**src/sv/ucer_pkg.sv**
```systemverilog
// Shared types, codes and descriptor tables for the endpoint-0 control responder.
package ucer_pkg;

    typedef logic [2:0] step_t;

    // Microprogram step addresses
    localparam step_t STEP_IDLE       = 3'd0;
    localparam step_t STEP_DATA_START = 3'd1;
    localparam step_t STEP_DATA_BYTE  = 3'd2;
    localparam step_t STEP_ACK_LAST   = 3'd3;
    localparam step_t STEP_CFG_ACK    = 3'd4;
    localparam step_t STEP_ONLINE     = 3'd5;
    localparam step_t STEP_STALL      = 3'd6;
    localparam step_t STEP_ADDR       = 3'd7;

    typedef enum logic [2:0] {
        KIND_DATA   = 3'd0,
        KIND_ACK    = 3'd1,
        KIND_STALL  = 3'd2,
        KIND_ADDR   = 3'd3,
        KIND_ONLINE = 3'd4
    } kind_t;

    typedef enum logic [1:0] {
        LAST_NO,
        LAST_YES,
        LAST_AT_END
    } last_sel_t;

    typedef enum logic [1:0] {
        COND_NONE,
        COND_DISPATCH,
        COND_EMPTY,
        COND_MORE
    } cond_t;

    typedef struct packed {
        logic      emit;
        kind_t     kind;
        last_sel_t last_sel;
        cond_t     cond;
        logic      ret;
        step_t     target;
    } uword_t;

    typedef enum logic [2:0] {
        PH_ACK_ADDR  = 3'd0,
        PH_ACK       = 3'd1,
        PH_STATUS_RX = 3'd4,
        PH_IDLE      = 3'd5
    } phase_t;

    typedef enum logic [1:0] {
        SRC_STATUS,
        SRC_DEV,
        SRC_CFG
    } src_t;

    localparam logic [15:0] REQ_GET_STATUS        = 16'h0080;
    localparam logic [15:0] REQ_GET_DESCRIPTOR    = 16'h0680;
    localparam logic [15:0] REQ_SET_ADDRESS       = 16'h0500;
    localparam logic [15:0] REQ_SET_CONFIGURATION = 16'h0900;

    localparam logic [15:0] DESC_DEVICE = 16'h0100;
    localparam logic [15:0] DESC_CONFIG = 16'h0200;

    localparam logic [1:0] CFG_VENDOR_ID        = 2'd0;
    localparam logic [1:0] CFG_PRODUCT_ID       = 2'd1;
    localparam logic [1:0] CFG_SECOND_INTERFACE = 2'd2;

    localparam logic [5:0] LEN_STATUS  = 6'd2;
    localparam logic [5:0] LEN_DEVICE  = 6'd18;
    localparam logic [5:0] LEN_CFG_ONE = 6'd32;
    localparam logic [5:0] LEN_CFG_TWO = 6'd55;

    typedef struct packed {
        step_t dispatch;
        logic  empty;
        logic  last_byte;
        logic  out_free;
    } dp_status_t;

    typedef struct packed {
        logic  take;
        logic  emit;
        kind_t kind;
        logic  last;
    } seq_ctrl_t;

    // Interface plus two bulk endpoints, 23 bytes
    function automatic logic [7:0] ifc_byte(input logic [4:0] i);
        logic [7:0] b;
        unique case (i)
            5'd0:  b = 8'd9;
            5'd1:  b = 8'd4;
            5'd4:  b = 8'h02;
            5'd5:  b = 8'hFF;
            5'd9:  b = 8'd7;
            5'd10: b = 8'd5;
            5'd11: b = 8'h81;
            5'd12: b = 8'h02;
            5'd13: b = 8'h40;
            5'd16: b = 8'd7;
            5'd17: b = 8'd5;
            5'd18: b = 8'h01;
            5'd19: b = 8'h02;
            5'd20: b = 8'h40;
            default: b = 8'h00;
        endcase
        return b;
    endfunction

    function automatic logic [7:0] desc_byte(input src_t src, input logic [5:0] idx,
                                             input logic [15:0] vid, input logic [15:0] pid,
                                             input logic second);
        logic [7:0] b;
        logic [5:0] off;
        b = 8'h00;
        off = 6'd0;
        unique case (src)
            SRC_DEV:
            begin
                unique case (idx)
                    6'd0:  b = 8'd18;
                    6'd1:  b = 8'd1;
                    6'd2:  b = 8'h10;
                    6'd3:  b = 8'h01;
                    6'd4:  b = 8'hFF;
                    6'd7:  b = 8'h40;
                    6'd8:  b = vid[7:0];
                    6'd9:  b = vid[15:8];
                    6'd10: b = pid[7:0];
                    6'd11: b = pid[15:8];
                    6'd12: b = 8'h10;
                    6'd13: b = 8'h01;
                    6'd17: b = 8'h01;
                    default: b = 8'h00;
                endcase
            end
            SRC_CFG:
            begin
                if (idx < 6'd9)
                begin
                    unique case (idx)
                        6'd0: b = 8'd9;
                        6'd1: b = 8'd2;
                        6'd2: b = second ? 8'h37 : 8'h20;
                        6'd4: b = second ? 8'h02 : 8'h01;
                        6'd5: b = 8'h01;
                        6'd7: b = 8'h80;
                        6'd8: b = 8'd50;
                        default: b = 8'h00;
                    endcase
                end
                else if (idx < 6'd32)
                begin
                    off = idx - 6'd9;
                    b = ifc_byte(off[4:0]);
                end
                else
                begin
                    // second interface: number 1, endpoints 0x82 and 0x02
                    off = idx - 6'd32;
                    unique case (off)
                        6'd2:  b = 8'h01;
                        6'd11: b = 8'h82;
                        6'd18: b = 8'h02;
                        default: b = ifc_byte(off[4:0]);
                    endcase
                end
            end
            default: b = 8'h00;
        endcase
        return b;
    endfunction

endpackage

```
**src/sv/ucer_seq.sv**
```systemverilog
// Microcode sequencer: step counter, control ROM and jump logic.
module ucer_seq (
    input  logic                  clk,
    input  logic                  rst_n,
    input  logic                  in_valid,
    input  ucer_pkg::dp_status_t  status,
    output ucer_pkg::seq_ctrl_t   ctrl
);

    function automatic ucer_pkg::uword_t ucode(input ucer_pkg::step_t s);
        ucer_pkg::uword_t w;
        w = '{emit: 1'b0, kind: ucer_pkg::KIND_DATA, last_sel: ucer_pkg::LAST_NO,
              cond: ucer_pkg::COND_NONE, ret: 1'b1, target: ucer_pkg::STEP_IDLE};
        unique case (s)
            ucer_pkg::STEP_IDLE:
            begin
                w.cond = ucer_pkg::COND_DISPATCH;
            end
            ucer_pkg::STEP_DATA_START:
            begin
                w.cond   = ucer_pkg::COND_EMPTY;
                w.ret    = 1'b0;
                w.target = ucer_pkg::STEP_ACK_LAST;
            end
            ucer_pkg::STEP_DATA_BYTE:
            begin
                w.emit     = 1'b1;
                w.last_sel = ucer_pkg::LAST_AT_END;
                w.cond     = ucer_pkg::COND_MORE;
                w.target   = ucer_pkg::STEP_DATA_BYTE;
            end
            ucer_pkg::STEP_ACK_LAST:
            begin
                w.emit     = 1'b1;
                w.kind     = ucer_pkg::KIND_ACK;
                w.last_sel = ucer_pkg::LAST_YES;
            end
            ucer_pkg::STEP_CFG_ACK:
            begin
                w.emit = 1'b1;
                w.kind = ucer_pkg::KIND_ACK;
                w.ret  = 1'b0;
            end
            ucer_pkg::STEP_ONLINE:
            begin
                w.emit     = 1'b1;
                w.kind     = ucer_pkg::KIND_ONLINE;
                w.last_sel = ucer_pkg::LAST_YES;
            end
            ucer_pkg::STEP_STALL:
            begin
                w.emit     = 1'b1;
                w.kind     = ucer_pkg::KIND_STALL;
                w.last_sel = ucer_pkg::LAST_YES;
            end
            ucer_pkg::STEP_ADDR:
            begin
                w.emit     = 1'b1;
                w.kind     = ucer_pkg::KIND_ADDR;
                w.last_sel = ucer_pkg::LAST_YES;
            end
            default: w.cond = ucer_pkg::COND_DISPATCH;
        endcase
        return w;
    endfunction

    ucer_pkg::step_t  pc_reg;
    ucer_pkg::step_t  pc_next;
    ucer_pkg::uword_t uw;
    ucer_pkg::step_t  fall;
    logic             hold;

    always_comb
    begin
        uw   = ucode(pc_reg);
        hold = uw.emit && !status.out_free;
        fall = uw.ret ? ucer_pkg::STEP_IDLE : pc_reg + 3'd1;

        ctrl.take = (uw.cond == ucer_pkg::COND_DISPATCH);
        ctrl.emit = uw.emit && status.out_free;
        ctrl.kind = uw.kind;
        unique case (uw.last_sel)
            ucer_pkg::LAST_YES:    ctrl.last = 1'b1;
            ucer_pkg::LAST_AT_END: ctrl.last = status.last_byte;
            default:               ctrl.last = 1'b0;
        endcase

        if (hold)
        begin
            pc_next = pc_reg;
        end
        else
        begin
            unique case (uw.cond)
                ucer_pkg::COND_DISPATCH: pc_next = in_valid ? status.dispatch : pc_reg;
                ucer_pkg::COND_EMPTY:    pc_next = status.empty ? uw.target : fall;
                ucer_pkg::COND_MORE:     pc_next = !status.last_byte ? uw.target : fall;
                default:                 pc_next = fall;
            endcase
        end
    end

    always_ff @(posedge clk or negedge rst_n)
    begin
        if (!rst_n)
            pc_reg <= ucer_pkg::STEP_IDLE;
        else
            pc_reg <= pc_next;
    end

endmodule

```
**src/sv/ucer_dp.sv**
```systemverilog
// Datapath: request decode, control state, byte counter and result register.
module ucer_dp (
    input  logic                 clk,
    input  logic                 rst_n,
    input  logic                 cfg_we,
    input  logic [1:0]           cfg_index,
    input  logic [15:0]          cfg_data,
    input  logic                 in_valid,
    input  logic                 opcode,
    input  logic [15:0]          request_word,
    input  logic [15:0]          request_value,
    input  logic [15:0]          request_length,
    input  logic                 out_ready,
    input  ucer_pkg::seq_ctrl_t  ctrl,
    output ucer_pkg::dp_status_t status,
    output logic                 out_valid,
    output logic [2:0]           reply_kind,
    output logic [7:0]           data_byte,
    output logic                 last,
    output logic [6:0]           device_address,
    output logic                 online
);

    logic [15:0]       vendor_id_reg;
    logic [15:0]       product_id_reg;
    logic              second_reg;
    ucer_pkg::phase_t  phase_reg;
    ucer_pkg::phase_t  phase_next;
    logic [6:0]        pending_reg;
    logic [6:0]        pending_next;
    logic [6:0]        current_reg;
    logic [6:0]        current_next;
    logic              online_reg;
    logic              online_next;
    ucer_pkg::src_t    src_reg;
    ucer_pkg::src_t    src_next;
    logic [5:0]        count_reg;
    logic [5:0]        count_next;
    logic [5:0]        idx_reg;
    logic [5:0]        idx_next;

    logic              out_valid_reg;
    logic [2:0]        kind_reg;
    logic [7:0]        byte_reg;
    logic              last_reg;
    logic [6:0]        addr_reg;
    logic              onl_reg;

    logic              accept;
    logic [5:0]        len;
    logic              is_data;
    ucer_pkg::step_t   dispatch;

    assign accept = in_valid && ctrl.take;

    always_comb
    begin
        dispatch     = ucer_pkg::STEP_STALL;
        phase_next   = phase_reg;
        pending_next = pending_reg;
        current_next = current_reg;
        online_next  = online_reg;
        src_next     = src_reg;
        len          = ucer_pkg::LEN_STATUS;
        is_data      = 1'b0;

        if (opcode)
        begin
            phase_next = ucer_pkg::PH_IDLE;
            if (phase_reg == ucer_pkg::PH_ACK_ADDR)
            begin
                current_next = pending_reg;
                dispatch     = ucer_pkg::STEP_ADDR;
            end
            else
            begin
                dispatch = ucer_pkg::STEP_IDLE;
            end
        end
        else
        begin
            unique case (request_word)
                ucer_pkg::REQ_GET_STATUS:
                begin
                    is_data  = 1'b1;
                    src_next = ucer_pkg::SRC_STATUS;
                    len      = ucer_pkg::LEN_STATUS;
                end
                ucer_pkg::REQ_GET_DESCRIPTOR:
                begin
                    if (request_value == ucer_pkg::DESC_DEVICE)
                    begin
                        is_data  = 1'b1;
                        src_next = ucer_pkg::SRC_DEV;
                        len      = ucer_pkg::LEN_DEVICE;
                    end
                    else if (request_value == ucer_pkg::DESC_CONFIG)
                    begin
                        is_data  = 1'b1;
                        src_next = ucer_pkg::SRC_CFG;
                        len      = second_reg ? ucer_pkg::LEN_CFG_TWO : ucer_pkg::LEN_CFG_ONE;
                    end
                end
                ucer_pkg::REQ_SET_ADDRESS:
                begin
                    pending_next = request_value[6:0];
                    phase_next   = ucer_pkg::PH_ACK_ADDR;
                    dispatch     = ucer_pkg::STEP_ACK_LAST;
                end
                ucer_pkg::REQ_SET_CONFIGURATION:
                begin
                    online_next = (request_value == 16'd1);
                    phase_next  = ucer_pkg::PH_ACK;
                    dispatch    = ucer_pkg::STEP_CFG_ACK;
                end
                default: dispatch = ucer_pkg::STEP_STALL;
            endcase
            if (is_data)
            begin
                phase_next = ucer_pkg::PH_STATUS_RX;
                dispatch   = ucer_pkg::STEP_DATA_START;
            end
        end
    end

    // reply length clipped to the host's wLength
    assign count_next = (request_length < {10'd0, len}) ? request_length[5:0] : len;

    assign status.dispatch  = dispatch;
    assign status.empty     = (count_reg == 6'd0);
    assign status.last_byte = (idx_reg == count_reg - 6'd1);
    assign status.out_free  = !out_valid_reg || out_ready;

    always_comb
    begin
        idx_next = idx_reg;
        if (accept)
            idx_next = 6'd0;
        else if (ctrl.emit && ctrl.kind == ucer_pkg::KIND_DATA)
            idx_next = idx_reg + 6'd1;
    end

    always_ff @(posedge clk or negedge rst_n)
    begin
        if (!rst_n)
        begin
            vendor_id_reg  <= 16'h18D1;
            product_id_reg <= 16'h6502;
            second_reg     <= 1'b0;
            phase_reg      <= ucer_pkg::PH_IDLE;
            pending_reg    <= 7'd0;
            current_reg    <= 7'd0;
            online_reg     <= 1'b0;
            out_valid_reg  <= 1'b0;
        end
        else
        begin
            if (cfg_we)
            begin
                unique case (cfg_index)
                    ucer_pkg::CFG_VENDOR_ID:        vendor_id_reg  <= cfg_data;
                    ucer_pkg::CFG_PRODUCT_ID:       product_id_reg <= cfg_data;
                    ucer_pkg::CFG_SECOND_INTERFACE: second_reg     <= cfg_data[0];
                    default: ;
                endcase
            end
            if (accept)
            begin
                phase_reg   <= phase_next;
                pending_reg <= pending_next;
                current_reg <= current_next;
                online_reg  <= online_next;
            end
            if (ctrl.emit)
                out_valid_reg <= 1'b1;
            else if (out_ready)
                out_valid_reg <= 1'b0;
        end
    end

    always_ff @(posedge clk)
    begin
        idx_reg <= idx_next;
        if (accept)
        begin
            src_reg   <= src_next;
            count_reg <= count_next;
        end
        if (ctrl.emit)
        begin
            kind_reg <= ctrl.kind;
            last_reg <= ctrl.last;
            byte_reg <= (ctrl.kind == ucer_pkg::KIND_DATA)
                        ? ucer_pkg::desc_byte(src_reg, idx_reg, vendor_id_reg,
                                              product_id_reg, second_reg)
                        : 8'h00;
            addr_reg <= (ctrl.kind == ucer_pkg::KIND_ADDR) ? current_reg : 7'd0;
            onl_reg  <= (ctrl.kind == ucer_pkg::KIND_ONLINE) ? online_reg : 1'b0;
        end
    end

    assign out_valid      = out_valid_reg;
    assign reply_kind     = kind_reg;
    assign data_byte      = byte_reg;
    assign last           = last_reg;
    assign device_address = addr_reg;
    assign online         = onl_reg;

endmodule

```
**src/sv/usb_control_endpoint_responder_unit.sv**
```systemverilog
// Top level of the USB endpoint-0 control request responder.
// Takes SETUP packets and IN-complete events one at a time and answers with a
// stream of result items: descriptor or status bytes (cut to wLength, a zero-length
// ack when that leaves nothing), acks, stalls, address-applied and online-changed
// reports. in_ready is high only while the microcode sequencer sits at its idle step,
// from which an item is dispatched; a data reply then passes a step that checks the
// reply length, then emits its results (up to 55 for the two-interface configuration
// descriptor). Results leave through a single output register; a stalled consumer
// holds the sequencer in place. The user must write the configuration registers
// through cfg_we/cfg_index/cfg_data only while idle; the block does not enforce it.
module usb_control_endpoint_responder_unit (
    input  logic        clk,
    input  logic        rst_n,
    input  logic        cfg_we,
    input  logic [1:0]  cfg_index,
    input  logic [15:0] cfg_data,
    input  logic        in_valid,
    output logic        in_ready,
    input  logic        opcode,
    input  logic [15:0] request_word,
    input  logic [15:0] request_value,
    input  logic [15:0] request_length,
    output logic        out_valid,
    input  logic        out_ready,
    output logic [2:0]  reply_kind,
    output logic [7:0]  data_byte,
    output logic        last,
    output logic [6:0]  device_address,
    output logic        online
);

    ucer_pkg::dp_status_t status;
    ucer_pkg::seq_ctrl_t  ctrl;

    ucer_seq u_seq (
        .clk      (clk),
        .rst_n    (rst_n),
        .in_valid (in_valid),
        .status   (status),
        .ctrl     (ctrl)
    );

    ucer_dp u_dp (
        .clk            (clk),
        .rst_n          (rst_n),
        .cfg_we         (cfg_we),
        .cfg_index      (cfg_index),
        .cfg_data       (cfg_data),
        .in_valid       (in_valid),
        .opcode         (opcode),
        .request_word   (request_word),
        .request_value  (request_value),
        .request_length (request_length),
        .out_ready      (out_ready),
        .ctrl           (ctrl),
        .status         (status),
        .out_valid      (out_valid),
        .reply_kind     (reply_kind),
        .data_byte      (data_byte),
        .last           (last),
        .device_address (device_address),
        .online         (online)
    );

    assign in_ready = ctrl.take;

endmodule

```
**config.mk**
```make
export PLATFORM = sky130hd
export DESIGN_NAME = usb_control_endpoint_responder_unit
export DESIGN_NICKNAME = d
export VERILOG_FILES = /design/src/sv/ucer_pkg.sv /design/src/sv/ucer_seq.sv /design/src/sv/ucer_dp.sv /design/src/sv/usb_control_endpoint_responder_unit.sv
export SDC_FILE = /design/constraint.sdc
export NUM_CORES = 1
export LEC_CHECK = 0
export ABC_AREA = 1
export BUFFER_PORTS_ARGS = -buffer_cell sky130_fd_sc_hd__buf_2
export CORE_MARGIN = 3
export CORE_UTILIZATION = 45
export CTS_BUF_LIST = sky130_fd_sc_hd__clkbuf_8
export CTS_CLUSTER_DIAMETER = 40
export DETAILED_ROUTE_END_ITERATION = 8
export PLACE_DENSITY = 0.66
export SYNTH_ARGS = -nofsm -noshare
export SYNTH_HDL_FRONTEND = slang
export SYNTH_SLANG_ARGS = --single-unit
```
**constraint.sdc**
```tcl
create_clock -name clk -period 4.6 [get_ports clk]
set_clock_uncertainty 0.15 [all_clocks]
set_input_delay 0 -clock clk [delete_from_list [all_inputs] [get_ports clk]]
set_output_delay 0 -clock clk [all_outputs]
set_load 0.02 [all_outputs]
```
==> run metrics, run 1 <==
fin cells 1049; fill count 1089; Hold Crit Class input pin to flop; most common cell after layout, fill and taps aside nand2_1; met1 WL 5830 µm; Post-Route WL 13700 µm; Critical Path AT 4.02 ns; syn avg cell area 7.58 µm²; GRT Total Usage 0.205; global-route wire length before repair 22400 µm; CTS H-tree lvls 3; hold depth 5; Post-Synthesis Cells 735; Routed Antenna Nets 0; antenna violations before repair 0; CTS tree done; R2R depth 11; share of cells above drive strength 1 0.171; DRC viols 0; Worst-Margin Slew 1.04 ns; initial DRC count 324; asr flop ratio synth 0.614; Die X 117 µm; Placer Congestion 0.904; Die Area 13800 µm²; Syn Nets 831; fin worst setup slack 0.670 ns; yosys warns 0; RSZ-0062 raised after global routing false; #FFs+latches synth 88; most frequent cells in the layout nand2_1, inv_1, buf_2; kind of critical path input pin to flop; worst path required time 4.69 ns; Mapped Area 5570 µm²; Seq/Total Area, Yosys 0.418; placed insts 982; setup_tns 0 ns; Pleak 0.00334 µW; Worst setup SP type input pin; Worst setup EP type flop; peak supply drop 0.201 mV; CTS buffer count 9; CTS root buf clkbuf_8; die span in y 117 µm; # Max-Cap Violations 0; final hold vios 0; PnR Total Power 3620 µW; post-route minimum period 3.93 ns; dpl ws 1.56 ns; routed wl met2 6950 µm; WL per Instance 13.0 µm; area grow syn2layout 23.8%; vias per cell 5.06; top cells by area, synth dfrtp_1, edfxtp_1, nand2_1; met3 WL post-DR 673 µm; Final period util 0.854; number of synthesized flops with an enable pin 28; max-slew violation count 0; # IOs 94; Initial Util 0.462; vias in the first global route 4998; cell row count 40; # nets final 972; clock sinks 88; antenna diode count 0; dominant synthesized flop cell dfrtp_1; synth unique cells 46; clock-pin slew on the worst setup and hold paths 0.08 ns; Final Setup Violations 0; vias 5303; uppermost layer routed met4; Worst-Skew Late Latency 0.37 ns; largest net degree at the start of global routing 55; grt ovf 0; HPWL Detailed 10200 µm; Post-CTS Setup Bufs 0; cell taking the most area after synthesis dfrtp_1; PortBufs 93; Bufs on Longest Clock Path 2; fmax 0.254 GHz; crit-path max FO 6; Rel. slew slack 0.303; Core Area 12100 µm²; Synth top area share 0.184; outcome finished clean; Power Dens Cells 525 nW/µm²; Pre-antenna DRT Iters 6
-- cells by family after synthesis --
logic type,synth area share
buf+inv,0.0967
xor+xnor,0.0139
flops,0.418
compound gates,0.132
simple gates,0.266
mux,0.0189
fa+ha+maj,0.0539
-- path summary, 6_finish.rpt --
kind	slack, ns	from	endpoint
worst min-delay path	0.05	request_value[10]	u_dp.src_reg[1]
max in group asynchronous	3.70	rst_n	u_dp.current_reg[3]
worst max register to register	1.23	u_dp.second_reg	u_dp.count_reg[1]
worst min register to register	0.34	u_dp.product_id_reg[15]	u_dp.product_id_reg[15]
worst max-delay path	0.67	request_value[5]	u_dp.count_reg[1]
min in group asynchronous	0.14	rst_n	u_dp.product_id_reg[7]
-- area by class of cell --
type	instances	area, µm²	share of cell area
clock buffer	9	124	0.0179
tap	168	210	0.0305
timing repair buffer	145	983	0.142
clock inverter	7	71.3	0.0103
inverter	123	478	0.0693
multi-input combinational	509	2710	0.392
sequential	88	2330	0.337
-- per-stage QoR --
stage                     area (µm²)  hold slack (ns)  utilization
final                           6900           0.0505        0.572
after global routing            6900           0.0550        0.572
after CTS                       6900          0.00207        0.572
after detailed placement        6200           0.0206        0.514
after global placement          6200           0.0110        0.514
after floorplan                 5570           -0.446            -
-- metal layers --
metal | vias to the layer above | GRT usage
met4 | 0 | 0.0810
met5 | - | 0
li1 | 2682 | -
met2 | 152 | 0.363
met1 | 2454 | 0.248
met3 | 15 | 0.0329
-- synthesized netlist by cell type, drive strengths merged (2+ instances only) --
cell type / count
nand3b: 2
a22o: 3
nand3: 48
a31oi: 3
a221oi: 3
a21oi: 40
dfstp: 13
edfxtp: 28
nand4: 11
xnor2: 5
o221ai: 2
nor3: 18
dfxtp: 6
dfrtp: 41
xor2: 3
nor2: 88
buf: 4
inv: 122
mux2: 7
clkbuf: 11
or2: 2
nor4: 4
o21ai: 70
o31ai: 2
nand2: 163
ha: 24
o211ai: 5
-- report_power, final --
group | leakage, µW | switching, µW | total (µW) | internal, µW
combinational | 0.00227 | 1220 | 1830 | 601
clock | 0.0000987 | 281 | 532 | 251
sequential | 0.000975 | 158 | 1260 | 1110
-- critical path: stages --
cell and delay, ns:
dlygate4sd3_1 0.53, buf_2 0.13, nor2_1 0.09, nand2_1 0.08, nor2_1 0.14, inv_1 0.07, nor3_1 0.27, inv_1 0.11
nor2_1 0.20, inv_1 0.07, ha_1 0.29, a21oi_1 0.15, nand3_1 0.10, nor4_2 0.43, nand3_1 0.17, dlygate4sd3_1 0.60
nand2_1 0.06, dlygate4sd3_1 0.53
-- timing repair --
item                      in CTS  in global routing
hold endpoints to repair     101                  0
gates resized for setup        0                  0
hold buffers                  51                  0
(Power assumes the default switching activity.)
==> run 2, diff against run 1 <==
ABC_AREA = not set   (was 1)
==> run metrics, run 2 <==
Worst-Skew Late Latency 0.35 ns; Post-Synthesis Cells 569; vias 4828; final hold vios 0; CTS H-tree lvls 3; post-route minimum period 3.47 ns; max-slew violation count 0; antenna violations before repair 0; CTS root buf clkbuf_8; Final period util 0.753; final hold slack 0.0488 ns; met3 usage in global routing 0.0389; synth unique cells 79; # nets final 788; most used routing layer in global routing met2; setup_tns 0 ns; initial DRC count 309; Placer Congestion 0.912; WL per Instance 16.4 µm; hold path start request_word[10]; PortBufs 93; most common library cells after synthesis nand2_1, dfrtp_1, mux2_2, nor2_1; R2R setup slack 1.38 ns; yosys warns 0; global-route wire length before repair 22400 µm; Initial Util 0.471; largest net degree at the start of global routing 55; crit-path max FO 7; Critical Path AT 3.43 ns; Syn Nets 665; outcome finished clean; critical-path cell list dlygate4sd3_1 > buf_2 > nor4_1 > nand3_1 > nor4_4 > nand2_1 > ha_1 > nor4_1 > nand4_1 > nor4b_1 > a31oi_4 > a32o_1; most common cell after layout, fill and taps aside buf_2; Die X 117 µm; Post-Route WL 13800 µm; dominant synthesized flop cell dfrtp_1; hold depth 4; vias in the first global route 4676; peak supply drop 0.244 mV; clock sinks 88; antenna diode count 0; cell row count 39; clock-pin slew on the worst setup and hold paths 0.08 ns; Mapped Area 5510 µm²; die span in y 117 µm; Hold Crit Class input pin to flop; DRC viols 0; Post-CTS Setup Bufs 0; Rel. slew slack 0.375; asr flop ratio synth 0.614; Seq/Total Area, Yosys 0.422; Bufs on Longest Clock Path 2; Worst setup EP type flop; syn avg cell area 9.69 µm²; CTS buffer count 9; Die Area 13600 µm²; cell taking the most area after synthesis dfrtp_1; # IOs 94; Synth top area share 0.186; worst path required time 4.56 ns; most common cell in the synthesized netlist nand2_1; CP max stage cell dlygate4sd3_1; area grow syn2layout 21.1%; number of synthesized flops with an enable pin 28; # Max-Cap Violations 0; R2R depth 8; RSZ-0062 raised after global routing false; top cells by area, synth dfrtp_1, edfxtp_1, mux2_2; grt ovf 0; met2 usage 0.365; Power Dens Cells 511 nW/µm²; vias per cell 5.75; GRT Total Usage 0.207; fmax 0.289 GHz; most frequent cells in the layout buf_2, nand2_1, dlygate4sd3_1; HPWL Detailed 9760 µm; Worst-Margin Slew 0.937 ns; Worst setup SP type input pin; Routed Antenna Nets 0; PnR Total Power 3410 µW; GR Layer Usage met1 0.260; share of cells above drive strength 1 0.267; Final Setup Violations 0; Core Area 11700 µm²; reg2reg start u_seq.pc_reg[0]; kind of critical path input pin to flop; CTS tree done; RR Endpoint u_dp.online_reg; Worst path most repeated cell nor4_1; #FFs+latches synth 88; end of the worst hold path u_dp.src_reg[1]; Pre-antenna DRT Iters 5; slowest stage delay, CP 0.53 ns; Pleak 0.00285 µW
run 2: layer usage:
| metal | up-vias | part of all wire |
|---|---|---|
| li1 | 2327 | - |
| met1 | 2306 | 0.42 |
| met2 | 178 | 0.51 |
| met3 | 17 | 0.054 |
| met4 | 0 | 0.015 |
| met5 | - | 0 |
run 2: cells by family after synthesis:
group           share of synthesized area
mux                                0.0908
fa+ha+maj                          0.0563
simple gates                        0.200
xor+xnor                           0.0295
flops                               0.422
buf+inv                            0.0370
compound gates                      0.164
run 2: worst max-delay path by stage:
stage	from	end	slack, ns
3_5_place_dp	request_word[3]	u_dp.count_reg[0]	1.24
4_1_cts	request_value[5]	u_dp.count_reg[0]	1.14
3_3_place_gp	request_word[13]	u_dp.count_reg[0]	1.42
2_1_floorplan	request_word[3]	u_dp.count_reg[0]	1.73
5_1_grt	request_value[5]	u_dp.count_reg[0]	0.85
6_report	request_value[5]	u_dp.count_reg[0]	1.13
run 2: critical path: cells and delay by family:
kind                       cells  cell delay [ns]
adders and majority gates      1             0.23
AOI/OAI and AO/OA              2             0.52
and+or+nand+nor                7             2.00
buffers and inverters          2             0.66
run 2: layout make-up:
| type | instances | area [µm²] |
|---|---|---|
| fillers | 1035 | 5040 |
| inverters | 26 | 97.6 |
| multi-input cells | 428 | 2980 |
| repair buffers | 139 | 918 |
| flip-flops and latches | 88 | 2330 |
| clock inverters | 6 | 35.0 |
| well taps | 143 | 179 |
| clock buffers | 10 | 138 |
run 2: through the flow:
step | cells | util | setup slack, ns | cell area (µm²)
finish | 840 | 0.570 | 1.13 | 6680
global route | 840 | 0.570 | 0.854 | 6680
CTS | 840 | 0.570 | 1.14 | 6680
detailed placement | 781 | 0.518 | 1.24 | 6070
global placement | 781 | 0.518 | 1.42 | 6070
floorplan | 569 | - | 1.73 | 5510
run 2: where the power goes:
| part | internal [µW] | switching [µW] |
|---|---|---|
| logic | 668 | 1050 |
| registers | 1050 | 160 |
| clock network | 208 | 269 |
| total | 1930 | 1480 |
run 2: repair_timing:
action,in CTS,in global routing
setup endpoints to repair,0,0
hold buffers,43,0
resized for setup,0,0
endpoints found under the hold margin,98,0
==> run 3, diff against run 2 <==
clock period = 3.5 ns   (was 4.6 ns; I/O delays follow)
==> run metrics, run 3 (synthesis results as in run 2) <==
outcome finished clean; final hold slack 0.0391 ns; clock sinks 88; Post-CTS Setup Bufs 0; fmax 0.317 GHz; DRC viols 0; CTS root buf clkbuf_8; Worst setup EP type flop; most frequent cells in the layout buf_2, nand2_1, dlygate4sd3_1; Placer Congestion 0.903; final hold vios 0; Pre-antenna DRT Iters 5; Core Area 11700 µm²; Final Setup Violations 0; initial DRC count 421; kind of critical path input pin to flop; fin worst setup slack 0.348 ns; global-route wire length before repair 23400 µm; vias 4882; RSZ-0062 raised after global routing false; die span in y 117 µm; Final period util 0.900; share of cells above drive strength 1 0.282; R2R setup slack 0.39 ns; multi-input logic area 2990 µm²; Worst Setup EP u_dp.count_reg[0]; grt ovf 0; Power Dens Cells 685 nW/µm²; R2R depth 8; setup_tns 0 ns; most common cell after layout, fill and taps aside buf_2; Rel. slew slack 0.376; antenna violations before repair 0; Die X 117 µm; # nets final 800; CTS tree done; cell row count 39; vias per cell 5.73; clock-pin slew on the worst setup and hold paths 0.09 ns; area grow syn2layout 23.5%; HPWL Detailed 10500 µm; Routed Antenna Nets 0; Die Area 13600 µm²; Bufs on Longest Clock Path 2; worst path required time 3.47 ns; Worst setup SP type input pin; dpl ws 0.360 ns; reg2reg start u_seq.pc_reg[0]; WL per Instance 16.8 µm; # IOs 94; fill count 1013; # Max-Cap Violations 0; vias in the first global route 4896; Reg area 2330 µm²; RR Endpoint u_dp.online_reg; CTS buffer count 9; Worst Setup SP request_value[1]; Worst-Margin Slew 0.936 ns; largest net degree at the start of global routing 38; Hold Crit Class input pin to async pin; Worst-Skew Late Latency 0.36 ns; Post-Route Utilization 0.581; Post-Route WL 14400 µm; post-route minimum period 3.15 ns; GRT Total Usage 0.217; Initial Util 0.471; CTS H-tree lvls 3; Pleak 0.00290 µW; max-slew violation count 0; peak supply drop 0.332 mV; Critical Path AT 3.12 ns; CP max stage cell or4_4; crit-path max FO 7; slowest stage delay, CP 0.55 ns; PortBufs 93; critical-path cell list dlygate4sd3_1 > buf_2 > or4_4 > nor3b_1 > and2_2 > o21ai_0 > ha_1 > nand2_1 > nand4_1 > nor4b_2 > a31oi_4 > a32o_1; antenna diode count 0
## run 3: cell types whose count changed in the layout (fill, tap and decap cells not counted), sizes merged
cell	before	now
buf	96	107
clkbuf	10	9
inv	29	28
bufinv	0	1
dlygate4sd3	43	44
clkinvlp	0	1
## run 3: where the power goes
group	total, µW	leakage, µW	switching [µW]	internal (µW)
logic	2390	0.00184	1460	935
clock network	722	0.000102	383	339
registers	1550	0.000966	171	1380
total	4660	0.00290	2010	2650
## run 3: per-stage QoR
stage                     power, µW  cell area [µm²]  instances
final                          4660             6810        852
after global routing           5010             6810        852
after CTS                      4670             6800        852
after detailed placement       3890             6150        792
after global placement         3870             6150        792
after floorplan                3230             5510        569
## run 3: final cells by class
| cell class | instances | area share |
|---|---|---|
| Sequential cell | 88 | 0.342 |
| Tap cell | 143 | 0.0263 |
| Clock buffer | 9 | 0.0182 |
| Multi-Input combinational cell | 428 | 0.439 |
| Timing Repair Buffer | 151 | 0.149 |
| Inverter | 26 | 0.0143 |
| Clock inverter | 7 | 0.0118 |
## run 3: worst min path at each step
| stage | from | to | depth (start not counted) |
|---|---|---|---|
| floorplan | rst_n | u_dp.current_reg[0] | 0 |
| global placement | rst_n | u_dp.pending_reg[4] | 1 |
| detailed placement | rst_n | u_dp.pending_reg[4] | 1 |
| CTS | rst_n | u_dp.phase_reg[0] | 2 |
| global route | rst_n | u_dp.phase_reg[0] | 2 |
| finish | rst_n | u_dp.phase_reg[0] | 2 |
## run 3: critical path, delay by kind of cell
family,cells,cell delay [ns]
AOI/OAI and AO/OA,3,0.61
buffers and inverters,2,0.66
and+or+nand+nor,6,1.63
adders and majority gates,1,0.21
## run 3: per-layer routing
metal / wire [µm] / up-vias / global-route usage
met4: 461 / 0 / 0.0894
met3: 701 / 36 / 0.0337
li1: - / 2348 / -
met2: 7070 / 192 / 0.373
met1: 6120 / 2306 / 0.273
met5: 0 / - / 0
## run 3: repair_timing
action	4_1_cts	5_1_grt
endpoints found under the hold margin	98	0
resized for setup	0	1
setup endpoints to repair	0	1
hold buffers	44	0
